[config.mk]
export PLATFORM = sky130hd
export DESIGN_NAME = iirdf1_mac
export DESIGN_NICKNAME = d
export VERILOG_FILES = /design/src/hw/rtl/iirdf1_pkg.sv /design/src/hw/rtl/iirdf1_mac.sv
export SDC_FILE = /design/constraint.sdc
export NUM_CORES = 2
export LEC_CHECK = 0
export ABC_AREA = 1
export BUFFER_PORTS_ARGS = -buffer_cell sky130_fd_sc_hd__clkbuf_2
export CORE_MARGIN = 2
export CORE_UTILIZATION = 66
export CTS_BUF_LIST = sky130_fd_sc_hd__clkbuf_4 sky130_fd_sc_hd__clkbuf_8 sky130_fd_sc_hd__clkbuf_16
export DETAILED_ROUTE_END_ITERATION = 6
export PLACE_DENSITY = 0.94
export RECOVER_POWER = 100
export SLEW_MARGIN = 15
export SYNTH_ARGS = -nofsm -noshare
export SYNTH_HDL_FRONTEND = slang
export SYNTH_SLANG_ARGS = --single-unit
[constraint.sdc]
create_clock -name i_clk -period 10.4 [get_ports i_clk]
set_clock_uncertainty 0.15 [all_clocks]
set_input_delay 2.08 -clock i_clk [delete_from_list [all_inputs] [get_ports i_clk]]
set_output_delay 2.08 -clock i_clk [all_outputs]
set_load 0.005 [all_outputs]
[src/hw/rtl/iirdf1_pkg.sv]
// shared types and constants of the fourth-order direct form I iir filter
package iirdf1_pkg;

    // filter order and field widths
    localparam int HIST_ORDER = 4;
    localparam int CHAN_W     = 2;
    localparam int SAMPLE_W   = 16;
    localparam int COEF_W     = 32;
    localparam int Y_W        = 40;
    localparam int FB_SHIFT   = 16;
    localparam int OPND_W     = Y_W - FB_SHIFT + 1;
    localparam int PROD_W     = COEF_W + OPND_W;
    localparam int ACC_W      = 64;
    localparam int FLAG_W     = 1;

    // one product per feedforward tap, two per feedback tap
    localparam int MAC_STEPS  = (HIST_ORDER + 1) + 2 * HIST_ORDER;

    // configuration port
    localparam int CFG_IDX_W  = 3;
    localparam int CFG_DATA_W = 64;

    localparam logic [CFG_IDX_W-1:0] REG_B0_B1 = CFG_IDX_W'(0);
    localparam logic [CFG_IDX_W-1:0] REG_B2_B3 = CFG_IDX_W'(1);
    localparam logic [CFG_IDX_W-1:0] REG_B4    = CFG_IDX_W'(2);
    localparam logic [CFG_IDX_W-1:0] REG_A1_A2 = CFG_IDX_W'(3);
    localparam logic [CFG_IDX_W-1:0] REG_A3_A4 = CFG_IDX_W'(4);

    // saturation bounds of the stored output, in accumulator width
    localparam logic signed [ACC_W-1:0] Y_MAX = 64'sh0000_007F_FFFF_FFFF;
    localparam logic signed [ACC_W-1:0] Y_MIN = 64'shFFFF_FF80_0000_0000;

    // one history row: x1..x4 and y1..y4 of a channel, index 0 is the newest
    typedef struct packed {
        logic [HIST_ORDER-1:0][Y_W-1:0]      y;
        logic [HIST_ORDER-1:0][SAMPLE_W-1:0] x;
    } t_hist_row;

    // control travelling with one product through the mac
    typedef struct packed {
        logic valid;
        logic shift;
        logic sub;
    } t_mac_ctrl;

endpackage

[src/hw/rtl/iirdf1_mac.sv]
// shared multiplier with registered product and 64-bit accumulator
module iirdf1_mac (
    input  logic                                   i_clk,
    input  logic                                   i_rst_n,
    input  logic                                   i_clear,
    input  iirdf1_pkg::t_mac_ctrl                  i_ctrl,
    input  logic signed [iirdf1_pkg::COEF_W-1:0]   i_coef,
    input  logic signed [iirdf1_pkg::OPND_W-1:0]   i_opnd,
    output logic signed [iirdf1_pkg::ACC_W-1:0]    o_acc
);
    import iirdf1_pkg::*;

    logic signed [PROD_W-1:0] r_prod;
    t_mac_ctrl                r_ctrl;
    logic signed [ACC_W-1:0]  r_acc;
    logic signed [PROD_W-1:0] w_scaled;
    logic signed [ACC_W-1:0]  w_term;

    // multiply stage
    always_ff @(posedge i_clk) begin
        r_prod <= i_coef * i_opnd;
    end

    always_ff @(posedge i_clk) begin
        if (!i_rst_n) begin
            r_ctrl <= '0;
        end else begin
            r_ctrl <= i_ctrl;
        end
    end

    // low half of a feedback product is floored down to 28 fraction bits
    assign w_scaled = r_ctrl.shift ? (r_prod >>> FB_SHIFT) : r_prod;
    assign w_term   = {{(ACC_W-PROD_W){w_scaled[PROD_W-1]}}, w_scaled};

    // accumulate stage
    always_ff @(posedge i_clk) begin
        if (i_clear) begin
            r_acc <= '0;
        end else if (r_ctrl.valid) begin
            r_acc <= r_ctrl.sub ? (r_acc - w_term) : (r_acc + w_term);
        end
    end

    assign o_acc = r_acc;

endmodule

[After elaboration in Yosys (flattened, before gate mapping)]
Cells that the tools add are included.
Widths: inputs -> output; s select.
Storage, ports and cells
  flip-flop bits (word level): 124
  bits in latches: 0
  memory bits (writable): 0
  bits in read-only memories: 0
  input bits: 63
  output and inout bits: 64
  logic and storage cells: 10
  memories kept: 0
Cells by class
  add/subtract/negate cells: 2
  multipliers: 1
  divide/modulo/power cells: 0
  $lt $le $gt $ge: 0
  equal/unequal tests: 0
  shift operators: 0
  muxes and demuxes: 2
  bitwise logic cells: 0
  reduce and logical (&&, ||, !) cells: 0
Operators with widths (number)
  $add 64x57->64: 1
  $mux 64: 1
  $sub 64x57->64: 1
  $mul 32x25->57: 1
  $mux 56: 1

[Depth between registers and ports, before layout]
  depth after elaboration: 3
  depth in mapped cells: 33
  mapped depth without buffers: 31

[Least setup slack after synthesis]
Ideal clock, no wire load.
  path kind: input-to-reg
  from: input i_coef[31] (netlist name)
  to: register r_prod[56]
  library setup time: 0.112 ns
  arrival time: 8.120 ns
  setup slack: 2.018 ns
  stages on the path: 25
  path buffers: 2
  cells stage by stage: clkbuf_1 > clkbuf_1 > nand2_1 > inv_1 > fa_1 > fa_1 > fa_1 > inv_1 > fa_1 > fa_1 > fa_1 > fa_1 > inv_1 > ha_1 > nand2_1 > nor2_1 > inv_1 > nor2_1 > and3_1 > inv_1 > or2_2 > nand3_1 > inv_1 > nand2_1 > nand2_1
Between the ends
  word-level cells in the longest chain between the ends: 1
RTL lines
  start, declared: line iirdf1_mac.sv:7  | input logic signed [iirdf1_pkg::COEF_W-1:0] i_coef,
  $mul 32x25->57: line iirdf1_mac.sv:21  | r_prod <= i_coef * i_opnd;
  end signal, assigned: line iirdf1_mac.sv:21
  end, declared: line iirdf1_mac.sv:13  | logic signed [PROD_W-1:0] r_prod;
Every way passes these cells.
A chain may end at the register's enable or synchronous reset.

[Worst setup path after layout]
  from: input i_coef[9] (netlist name)
  to: register r_prod[48]
The elaborated chain is that of the path after synthesis.

==> results.md <==
* max-capacitance violation count: 4
* Placer Congestion: 1.08
* root buffer selected by CTS: sky130_fd_sc_hd__clkbuf_16
* die width: 253 microns
* clock transition at the registers of the reported paths: 0.07 ns
* part of the cycle the worst path needs: 0.911
* Final Setup Violations: 0
* fin nets: 6821
* prevailing post-synth register cell: sky130_fd_sc_hd__dfxtp_1
* gate count after technology mapping: 5762
* XOR/XNOR Fraction of Synth Area: 0.0318
* number of hold buffers added after CTS: 0
* met1 GRT Util: 0.482
* Ys Warns: 0
* number of clock buffers inserted by TritonCTS: 17
* Bufs on Longest Clock Path: 2
* overflow left after global routing: 0
* worst rel slew slack: -1.21
* antenna-violating nets left: 0
* worst min path class: register to register
* Resize count post-CTS: 0
* Setup Buffers After CTS: 0
* aggregate negative setup slack: 0 ns
* initial standard-cell utilization of the core: 0.665
* run status: finished with violations
* compound-gate portion of the synthesized area: 0.0552
* first-pass iteration count of the detailed router: 7
* most common cell in the synthesized netlist: sky130_fd_sc_hd__inv_1
* htree depth: 4
* clock network latency to the later pin of the worst-skew pair: 0.46 ns
* first-pass GRT wire length: 206000 microns
* final period demand of the worst path: 9.48 ns
* post-synthesis area per instance: 7.11 sq um
* grt met3 use: 0.115
* GRT Overall Usage: 0.414
* top achievable clock speed: 0.106 GHz
* fraction of synthesized area in multiplexers: 0
* initial antenna violation count: 0
* Top Ports: 127
* RSZ-0062 raised after global routing: no
* critical path arrival: 9.71 ns
* Synthesized Nets: 6864
* number of buffer cells added on primary ports: 126
* DIE AREA: 0.0641 sq mm
* post-DP HPWL: 106000 microns
* worst setup path category: input pin to register
* transition time of the tightest slew-check pin: 3.32 ns
* Setup crit start kind: input pin
* Adder-Cell Fraction of Synth Area: 0.467
* failing checks: DRC, capacitance limit, slew limit
* detail-routed via count per cell: 5.80
* TritonCTS Sinks: 124
* maximum net fanout on the critical path: 25
* post-detailed-route DRC marker count: 45
* portion of synthesized cell area occupied by the leading cell type: 0.401
* commonest cells in the synthesized netlist: sky130_fd_sc_hd__inv_1, sky130_fd_sc_hd__nand2_1, sky130_fd_sc_hd__fa_1
* placeable core area: 0.0616 sq mm
* Setup crit end kind: register
* busiest layer in global routing: met2
* Syn-to-layout area delta: 3.62%
* FF+latch count, synth: 124
* hold violation total from the final report: 0
* number of vias after detailed routing: 38100
* row count: 91
* fraction of layout cells with a size suffix above 1: 0.0316
* post-synthesis share of cell area spent on and, or, nand and nor gates: 0.218
* vias in the first global route: 41600
* clock tree from TritonCTS: yes
* Filler Cells Inserted: 4692
* proportion of synthesized chip area in sequential cells: 0.0606
* routed wire length per instance: 19.5 microns
* Post-synth EDFFs: 0
* Critical Path RT: 10.63 ns
* asr flop ratio synth: 0
* Final Slew Violations: 203
* met2 capacity usage during global routing: 0.672
* Chip Height: 253 microns
* Total Wirelength: 128000 microns
* post-synthesis instance area: 0.0410 sq mm
* dominant combinational cell family by area after synthesis: adder cells
* maximum number of pins on one net before global-route repair: 84
* area leader, netlist: sky130_fd_sc_hd__fa_1
* total inserted antenna cells: 0
* distinct cell type count after synthesis: 54
* ranking of synthesized cells by area: sky130_fd_sc_hd__fa_1, sky130_fd_sc_hd__inv_1, sky130_fd_sc_hd__nand2_1
* violation count after the first detailed-route iteration: 4408
-- routing by layer --
| metal | vias to the layer above | wire [microns] |
|---|---|---|
| met1 | 17800 | 43000 |
| met3 | 925 | 16300 |
| met5 | - | 0 |
| li1 | 16400 | - |
| met4 | 0 | 9880 |
| met2 | 2933 | 58700 |
-- cell families after synthesis --
| group | after synthesis |
|---|---|
| XOR/XNOR | 149 |
| flip-flops | 124 |
| buffers and inverters | 1805 |
| AND/OR/NAND/NOR | 2240 |
| adder cells (fa/ha/maj) | 1039 |
| AO/OA/AOI/OAI | 405 |
-- final timing paths --
kind                                   end  startpoint  depth (start not counted)  slack, ns
worst min-delay path             o_acc[63]   o_acc[63]                          2       0.38
worst max register to register   o_acc[48]   r_ctrl[1]                         25       1.68
worst min register to register   o_acc[63]   o_acc[63]                          2       0.38
worst max-delay path            r_prod[48]   i_coef[9]                         21       0.92
-- cell usage in the layout, fill, tap and decap left out, types with 23 or more instances in the layout --
master                     Yosys  final
sky130_fd_sc_hd__nand4_1      34     34
sky130_fd_sc_hd__dfxtp_1     124    123
sky130_fd_sc_hd__clkbuf_2      0     74
sky130_fd_sc_hd__fa_1        820    820
sky130_fd_sc_hd__xor2_1      112    112
sky130_fd_sc_hd__o21ai_0     146    147
sky130_fd_sc_hd__nand2_1    1508   1509
sky130_fd_sc_hd__ha_1        219    219
sky130_fd_sc_hd__o21bai_1     26     26
sky130_fd_sc_hd__nand3_1     121    122
sky130_fd_sc_hd__inv_1      1584   1585
sky130_fd_sc_hd__buf_4         2     23
sky130_fd_sc_hd__xnor2_1      37     37
sky130_fd_sc_hd__nor2_1      478    481
sky130_fd_sc_hd__clkbuf_1    192     53
sky130_fd_sc_hd__a21oi_1     144    144
sky130_fd_sc_hd__nor3_1       29     29
-- metrics by stage --
stage	std cells	cell area, sq um	utilization	hold WS, ns	setup slack (ns)
floorplan	5762	41000	-	0.344	2.02
global placement	6537	42000	0.682	0.348	1.22
detailed placement	6537	42000	0.682	0.366	0.933
CTS	6569	42600	0.691	0.374	1.40
global route	6569	42500	0.689	0.421	0.794
finish	6569	42500	0.689	0.379	0.924
-- sequential cells by signal, indices dropped and copies added (netlist names) --
signal,count
r_ctrl,3
o_acc,64
r_prod,57
-- critical path, cell delays in order --
cell	delay (ns)
sky130_fd_sc_hd__clkbuf_1	1.48
sky130_fd_sc_hd__nand2_1	0.31
sky130_fd_sc_hd__fa_1	0.66
sky130_fd_sc_hd__inv_1	0.06
sky130_fd_sc_hd__fa_1	0.48
sky130_fd_sc_hd__fa_1	0.48
sky130_fd_sc_hd__fa_1	0.57
sky130_fd_sc_hd__fa_1	0.44
sky130_fd_sc_hd__fa_1	0.49
sky130_fd_sc_hd__inv_1	0.05
sky130_fd_sc_hd__fa_1	0.50
sky130_fd_sc_hd__inv_1	0.08
sky130_fd_sc_hd__ha_1	0.35
sky130_fd_sc_hd__nand2_1	0.14
sky130_fd_sc_hd__inv_1	0.05
sky130_fd_sc_hd__a21oi_1	0.27
sky130_fd_sc_hd__o21ai_0	0.18
sky130_fd_sc_hd__a21oi_1	0.36
sky130_fd_sc_hd__nand3_1	0.25
sky130_fd_sc_hd__a21oi_1	0.26
sky130_fd_sc_hd__xnor2_1	0.14
-- area by class of cell --
cell class | instances | area [sq um] | area share
repair buffers | 151 | 746 | 0.0176
well taps | 837 | 1050 | 0.0247
clock inverters | 15 | 166 | 0.00392
clock buffers | 17 | 425 | 0.0100
flip-flops and latches | 124 | 2490 | 0.0585
multi-input cells | 3833 | 31600 | 0.745
inverters | 1592 | 5980 | 0.141
Power is left out: the tool's default activity adds up to more than one toggle a clock period on the data nets, which glitch-free logic cannot reach.
