[src/hw/rtl/iirdf1_pkg.sv]
// shared types and constants of the fourth-order direct form I iir filter
package iirdf1_pkg;

    // filter order and field widths
    localparam int HIST_ORDER = 4;
    localparam int CHAN_W     = 2;
    localparam int SAMPLE_W   = 16;
    localparam int COEF_W     = 32;
    localparam int Y_W        = 40;
    localparam int FB_SHIFT   = 16;
    localparam int OPND_W     = Y_W - FB_SHIFT + 1;
    localparam int PROD_W     = COEF_W + OPND_W;
    localparam int ACC_W      = 64;
    localparam int FLAG_W     = 1;

    // one product per feedforward tap, two per feedback tap
    localparam int MAC_STEPS  = (HIST_ORDER + 1) + 2 * HIST_ORDER;

    // configuration port
    localparam int CFG_IDX_W  = 3;
    localparam int CFG_DATA_W = 64;

    localparam logic [CFG_IDX_W-1:0] REG_B0_B1 = CFG_IDX_W'(0);
    localparam logic [CFG_IDX_W-1:0] REG_B2_B3 = CFG_IDX_W'(1);
    localparam logic [CFG_IDX_W-1:0] REG_B4    = CFG_IDX_W'(2);
    localparam logic [CFG_IDX_W-1:0] REG_A1_A2 = CFG_IDX_W'(3);
    localparam logic [CFG_IDX_W-1:0] REG_A3_A4 = CFG_IDX_W'(4);

    // saturation bounds of the stored output, in accumulator width
    localparam logic signed [ACC_W-1:0] Y_MAX = 64'sh0000_007F_FFFF_FFFF;
    localparam logic signed [ACC_W-1:0] Y_MIN = 64'shFFFF_FF80_0000_0000;

    // one history row: x1..x4 and y1..y4 of a channel, index 0 is the newest
    typedef struct packed {
        logic [HIST_ORDER-1:0][Y_W-1:0]      y;
        logic [HIST_ORDER-1:0][SAMPLE_W-1:0] x;
    } t_hist_row;

    // control travelling with one product through the mac
    typedef struct packed {
        logic valid;
        logic shift;
        logic sub;
    } t_mac_ctrl;

endpackage

[src/hw/rtl/iirdf1_hist_mem.sv]
// per-channel history memory with registered read and reset-cleared valid bits
module iirdf1_hist_mem #(
    parameter int DEPTH = 3,
    parameter int AW    = 2
) (
    input  logic                  i_clk,
    input  logic                  i_rst_n,
    input  logic                  i_rd_en,
    input  logic [AW-1:0]         i_rd_addr,
    output iirdf1_pkg::t_hist_row o_rd_data,
    input  logic                  i_wr_en,
    input  logic [AW-1:0]         i_wr_addr,
    input  iirdf1_pkg::t_hist_row i_wr_data
);
    import iirdf1_pkg::*;

    t_hist_row        r_mem [DEPTH];
    logic [DEPTH-1:0] r_valid;
    t_hist_row        r_rd_data;
    logic             r_rd_valid;

    // storage write and registered read
    always_ff @(posedge i_clk) begin
        if (i_wr_en) begin
            r_mem[i_wr_addr] <= i_wr_data;
        end
        if (i_rd_en) begin
            r_rd_data <= r_mem[i_rd_addr];
        end
    end

    // a row never written reads as zero history
    always_ff @(posedge i_clk) begin
        if (!i_rst_n) begin
            r_valid    <= '0;
            r_rd_valid <= 1'b0;
        end else begin
            if (i_wr_en) begin
                r_valid[i_wr_addr] <= 1'b1;
            end
            if (i_rd_en) begin
                r_rd_valid <= r_valid[i_rd_addr];
            end
        end
    end

    assign o_rd_data = r_rd_valid ? r_rd_data : '0;

endmodule

[config.mk]
export PLATFORM = sky130hd
export DESIGN_NAME = iirdf1_hist_mem
export DESIGN_NICKNAME = d
export VERILOG_FILES = /design/src/hw/rtl/iirdf1_pkg.sv /design/src/hw/rtl/iirdf1_hist_mem.sv
export SDC_FILE = /design/constraint.sdc
export NUM_CORES = 1
export LEC_CHECK = 0
export BUFFER_PORTS_ARGS = -buffer_cell sky130_fd_sc_hd__buf_2
export CAP_MARGIN = 20
export CORE_MARGIN = 4
export CORE_UTILIZATION = 35
export CTS_CLUSTER_SIZE = 8
export DETAILED_ROUTE_END_ITERATION = 8
export SYNTH_ARGS = -nofsm -noshare
export SYNTH_HDL_FRONTEND = slang
export SYNTH_SLANG_ARGS = --single-unit
[constraint.sdc]
create_clock -name i_clk -period 22.4 [get_ports i_clk]
set_input_delay 4.48 -clock i_clk [delete_from_list [all_inputs] [get_ports i_clk]]
set_output_delay 4.48 -clock i_clk [all_outputs]
set_load 0.005 [all_outputs]
### After elaboration in Yosys (flattened, before gate mapping)

Memory sizes are Yosys's and may differ from the RTL's. A register that Yosys moved wholly into a read port is not among the register bits.
Cells that the tools add are included.

* bits in registers: 4
* RAM bits: 672
* memories: 1
* input port bits: 232
* output and inout bits: 224
* word-level logic and storage cells: 15

Memory list
* r_mem: depth 3, width 224, rd ports 1, clocked after Yosys merged registers in 1, write ports 1, RTL line iirdf1_hist_mem.sv:17 `t_hist_row r_mem [DEPTH];`

* reduce and logical (&&, ||, !) cells: 1
* bitwise operators: 1
* muxes and demuxes: 7
* $lt $le $gt $ge: 3

Operators with widths (count)
* 2-to-1 mux 224 bit: 1
* < comparator 2 x 3 -> 1 bit, second input constant: 2
* 2-to-1 mux 1 bit: 4
* OR 3 bit: 1
* binary-select mux 1 bit (select 2 bit): 1
* demux 1 bit (select 2 bit): 1
* greater-or-equal comparator 2 x 1 -> 1 bit, second input constant: 1
* logical AND 1 bit: 1

### Logic depth before layout (Yosys ltp)

Gate-level depths: netlist of run 1.

* depth in word-level cells: 5
* mapped depth: 5
* mapped depth without buffers: 3

### Worst setup path after synthesis of run 1

OpenSTA, ideal clock, no wires.

* kind: input-to-reg
* from: in i_wr_addr[1]
* to: mem r_mem[0][0] in the netlist's numbering (enable)
* buffers on the path: 0
* arrival time: 20.732 ns
* path slack: 0.532 ns
* library setup time: 1.136 ns
* cell stages on the path: 1
* data required time: 21.264 ns
* cells stage by stage: nor3b_1

RTL lines
* from (decl): RTL line iirdf1_hist_mem.sv:12 `input logic [AW-1:0] i_wr_addr,`
* to (decl): RTL line iirdf1_hist_mem.sv:17

Straight into the memory's write port.

==> metrics, run 1 <==
DR WL/cell 19.7 µm; Sequential Area 27000 µm²; Synth Area per Inst 17.4 µm²; most common cell in the netlist edfxtp_1; fin. max-slew vios 0; Post-DP HPWL 42.0 mm; Synthesis Warnings 0; DR iter-0 viols 1179; Die Ht 316 µm; CTS HTree Levels 4; chip width 316 µm; PD cells 96.6 nW/µm²; CP required 17.92 ns; Fin Setup TNS 0 ns; Cells after DPL 3537; Total Wirelength 73.2 mm; Crit Path Max Fanout 97; Max stage delay cell, worst path buf_4; most frequent cells after synthesis edfxtp_1, mux2i_1, nand2_1; Worst Skew 0.0154 ns; CTS hold repair buffers 0; Internal 3090 µW; max_slew headroom 25.7%; Seq pwr share 50.9%; P_sw 805 µW; max_cap viols 0; Mapped Nets 2139; first-pass GRT wire length 109 mm; worst-skew pair later-pin latency 0.70 ns; RSZ-0062 raised after global routing no; critical path type reg -> out; First-pass DRT Iterations 6; post_cts resized 0; most frequently used flop master after synthesis edfxtp_1; Synth async-reset ratio 0%; largest net degree at the start of global routing 214; Routed Antenna Nets 0; CTS tree done; WP data arrival 2.68 ns; vias 17300; Multi-input gate area 5710 µm²; core region area 93700 µm²; Clock transition at path regs 0.04 ns; Layout Utilization 43.0%; setup violators final 0; fillcell total 8260; clock root buffer clkbuf_16; Synth top area share 81.0%; DRC 0; LEAKAGE 0.0152 µW; vias in the first global route 18100; Gate power share 4.7%; run status completed; clock buffer depth 3; fin cells 3716; die area 99900 µm²; reg2reg start r_rd_valid; initial antenna violation count 24; Clock Sinks 900; Critical path origin r_rd_valid; instance count of the mapped netlist 1907; Hold Startpoint r_valid[1]; Peak Freq 0.140 GHz; Total Power 3900 µW; RePlAce Congestion 0.758; Remaining Overflow, GRT 0; vias per std cell 4.66; FF+latch count, synth 900; synthesized area 33200 µm²; number of library cell types mapped by synthesis 20; min cycle time layout 7.16 ns; area delta synth->final 21.4%; sequential area share after synthesis 81.2%; FP Rows 112; Critical Path Start Type register; clock power share 44.4%; layout cell share with drive strength beyond 1 25.5%; top post-synthesis cells by area edfxtp_1, mux2i_1, and2_1; Post-synth EDFFs 896; worst vdd ir 0.0612 mV; Hold WC Path Type reg -> reg; setup bufs post-CTS 0; Final Cycle Share 32.0%; gr usage total 14.5%; sw frac 20.7%; Crit path largest cell delay 0.76 ns; Fin. Hold Viols 0; I/O Pins 456; CP endpoint kind output pin; CP Cell Sequence buf_4 -> and2_1 -> buf_2; worst slew pin tran 1.11 ns; fin nets 2647; CTS Buf Count 130; Yosys top cell by area edfxtp_1; Initial Util 35.4%; IO Port Bufs 455
registers in the layout (all words and copies together) (netlist names):
register	cells
r_rd_valid	1
r_rd_data	224
r_mem	672
r_valid	3
stage by stage:
step	setup slack (ns)	instance area, µm²	hold WS (ns)
after floorplan	0.532	33200	0.440
final	15.24	40300	0.468
after global routing	14.99	40300	0.492
after detailed placement	14.55	36700	0.460
after global placement	14.57	36700	0.445
after CTS	15.10	40300	0.470
cell families after synthesis:
family | after synthesis | synth area share (%)
mux | 225 | 6.78
compound gates | 228 | 3.48
simple gates | 455 | 6.87
buf+inv | 99 | 1.67
flops | 900 | 81.2
per-layer routing:
layer  track usage (%)  vias to the layer above  part of all wire [%]
met5                 0                        -                 0.078
li1                  -                     8118                     -
met2              24.4                      455                    51
met1              17.1                     8598                    39
met4              5.92                        8                   2.7
met3              4.77                      132                   7.1
power by group through the flow:
stage | clock, µW | combinational [µW] | sequential [µW]
global route | 1860 | 205 | 1990
global placement | 0 | 183 | 2010
finish | 1730 | 183 | 1980
CTS | 1790 | 189 | 1980
floorplan | 0 | 97.8 | 2020
detailed placement | 0 | 188 | 2020
placed cells by master (no fill, tap or decap), types with 4 or more instances in the layout:
cell type,netlist,final
edfxtp_1,896,896
buf_2,20,452
mux2i_1,225,225
nand2_1,225,225
and2_1,224,224
o21ai_1,140,140
clkbuf_16,0,134
o21ai_0,84,84
diode_2,0,19
buf_4,10,18
clkbuf_1,51,16
inv_6,0,4
inv_16,0,4
worst paths after layout:
check | endpoint | slack [ns] | depth (start not counted)
worst max-delay path | o_rd_data[80] | 15.24 | 3
worst min-delay path | r_valid[1] | 0.47 | 1
worst max register to register | r_rd_valid | 21.45 | 1
worst min register to register | r_valid[1] | 0.47 | 1
layout make-up:
| cell class | instances | share of cell area, % |
|---|---|---|
| flip-flops and latches | 900 | 66.9 |
| multi-input cells | 908 | 14.1 |
| clock buffers | 150 | 8.46 |
| repair buffers | 475 | 6.15 |
| well taps | 1254 | 3.89 |
| clock inverters | 10 | 0.335 |
| diodes | 19 | 0.118 |
worst max-delay path: cells and delay by family, from the launching register on:
family | cells | cell delay, ns
buffers and inverters | 2 | 0.90
flip-flops | 1 | 0.62
AND/OR/NAND/NOR | 1 | 0.31
No activity file was read; power rests on OpenSTA's default activity.
==> run 2: changes to the inputs <==
==> constraint.sdc (replaced) <==
create_clock -name i_clk -period 5.8 [get_ports i_clk]
set_input_delay 1.16 -clock i_clk [delete_from_list [all_inputs] [get_ports i_clk]]
set_output_delay 1.16 -clock i_clk [all_outputs]
set_load 0.005 [all_outputs]
==> run 2 against run 1 <==
Against the previous run: sequential power rose to 3.9 times the previous value; clock power grew to 4.0 times the previous value; critical path type unchanged; combinational power rose to 3.9 times the previous value; critical endpoint is now o_rd_data[57].
==> metrics, run 2 (synthesized netlist as in run 1, its figures left out) <==
clock buffer depth 3; PD cells 375 nW/µm²; worst slew pin tran 1.07 ns; chip width 316 µm; Seq pwr share 50.4%; P_sw 3180 µW; clock root buffer clkbuf_16; initial antenna violation count 20; vias per std cell 4.65; worst-skew pair later-pin latency 0.70 ns; Cells after DPL 3537; fillcell total 8283; max_slew headroom 28.5%; CP endpoint kind output pin; max_cap viols 0; RSZ-0062 raised after global routing no; FP Rows 112; die area 99900 µm²; Post-DP HPWL 42.3 mm; CP Cell Sequence buf_16 -> buf_4 -> and2_1 -> buf_2; setup bufs post-CTS 0; worst reg2reg path endpoint r_rd_valid; Crit Path Max Fanout 80; run status completed; vias 17300; Hold Path End r_valid[0]; Final Cycle Share 64.3%; DR WL/cell 19.5 µm; DRC 0; DR iter-0 viols 1026; Peak Freq 0.268 GHz; reg2reg start r_rd_valid; CTS HTree Levels 4; Initial Util 35.4%; First-pass DRT Iterations 5; Largest register FFs 672; Gate power share 4.7%; Clock Sinks 900; Total Wirelength 72.5 mm; Routed Antenna Nets 0; pre-CTS setup slack 2.37 ns; layout cell share with drive strength beyond 1 25.6%; Largest Register r_mem; Remaining Overflow, GRT 0; Worst Hold Depth 1; Hold WS 0.477 ns; vias in the first global route 18000; CTS Buf Count 131; largest net degree at the start of global routing 146; Worst Skew 0.0147 ns; first-pass GRT wire length 107 mm; setup violators final 0; min cycle time layout 3.73 ns; sw frac 20.9%; fin. max-slew vios 0; Fin Setup TNS 0 ns; I/O Pins 456; RePlAce Congestion 0.741; CTS hold repair buffers 0; worst vdd ir 0.240 mV; clock power share 45.0%; Crit path largest cell delay 0.57 ns; Hold WC Path Type reg -> reg; core region area 93700 µm²; fin nets 2649; commonest non-fill, non-tap cells in the layout edfxtp_1, buf_2, mux2i_1, nand2_1, and2_1; R2R cell count 2; post_cts resized 0; gr usage total 14.2%; Fin. Hold Viols 0; critical path type reg -> out; Die Ht 316 µm; Layout Utilization 43.4%; fin cells 3719; largest registers r_mem (672), r_rd_data (224), r_valid (3); CTS tree done; Max stage delay cell, worst path buf_4; IO Port Bufs 455; PnR worst setup slack 2.07 ns; Clock transition at path regs 0.04 ns; WP data arrival 2.57 ns; commonest non-fill, non-tap cell in the layout edfxtp_1; Critical Path Start Type register; Sequential Area 27000 µm²; reg-to-reg slack, setup 4.65 ns; CP required 4.64 ns; Hold Startpoint r_valid[0]; area delta synth->final 22.3%; Multi-input gate area 5710 µm²; LEAKAGE 0.0153 µW; Internal 12100 µW
run 2: worst max-delay path by stage:
stage               slack, ns            end       start  depth (start not counted)
detailed placement       2.37  o_rd_data[57]  r_rd_valid                          3
global placement         2.37  o_rd_data[55]  r_rd_valid                          3
global route             1.80  o_rd_data[57]  r_rd_valid                          4
finish                   2.07  o_rd_data[57]  r_rd_valid                          4
CTS                      1.58  o_rd_data[57]  r_rd_valid                          3
floorplan               -1.49    r_mem[0][0]     i_wr_en                          1
run 2: final cells by class:
class                           count  area share (%)
Tap cell                         1254            3.86
Multi-Input combinational cell    908            14.1
Clock inverter                     16           0.742
Sequential cell                   900            66.4
Antenna cell                       15          0.0923
Clock buffer                      150            8.34
Timing Repair Buffer              476            6.51
run 2: power by group through the flow:
stage / logic (µW) / registers (µW) / clock network [µW]
4_1_cts: 720 / 7680 / 7090
5_1_grt: 796 / 7690 / 7350
2_1_floorplan: 379 / 7770 / 0
3_3_place_gp: 696 / 7780 / 0
3_5_place_dp: 718 / 7800 / 0
6_report: 711 / 7670 / 6850
run 2: metal layers:
metal  GRT usage (%)  up-vias  share of wire (%)
li1                -     8121                  -
met1            17.2     8486                 40
met2            23.8      525                 50
met3            3.83      147                6.6
met4            6.34       10                3.1
met5               0        -               0.10
run 2: critical path: cells and delay by family (launching register included):
family        cells  cell delay, ns
buf+inv           3            1.02
flops             1            0.52
simple gates      1            0.30
run 2: per-stage QoR:
stage | instance area [µm²] | power [µW]
finish | 40700 | 15200
global route | 40600 | 15800
CTS | 40600 | 15500
detailed placement | 36900 | 8520
global placement | 36900 | 8480
floorplan | 33300 | 8140
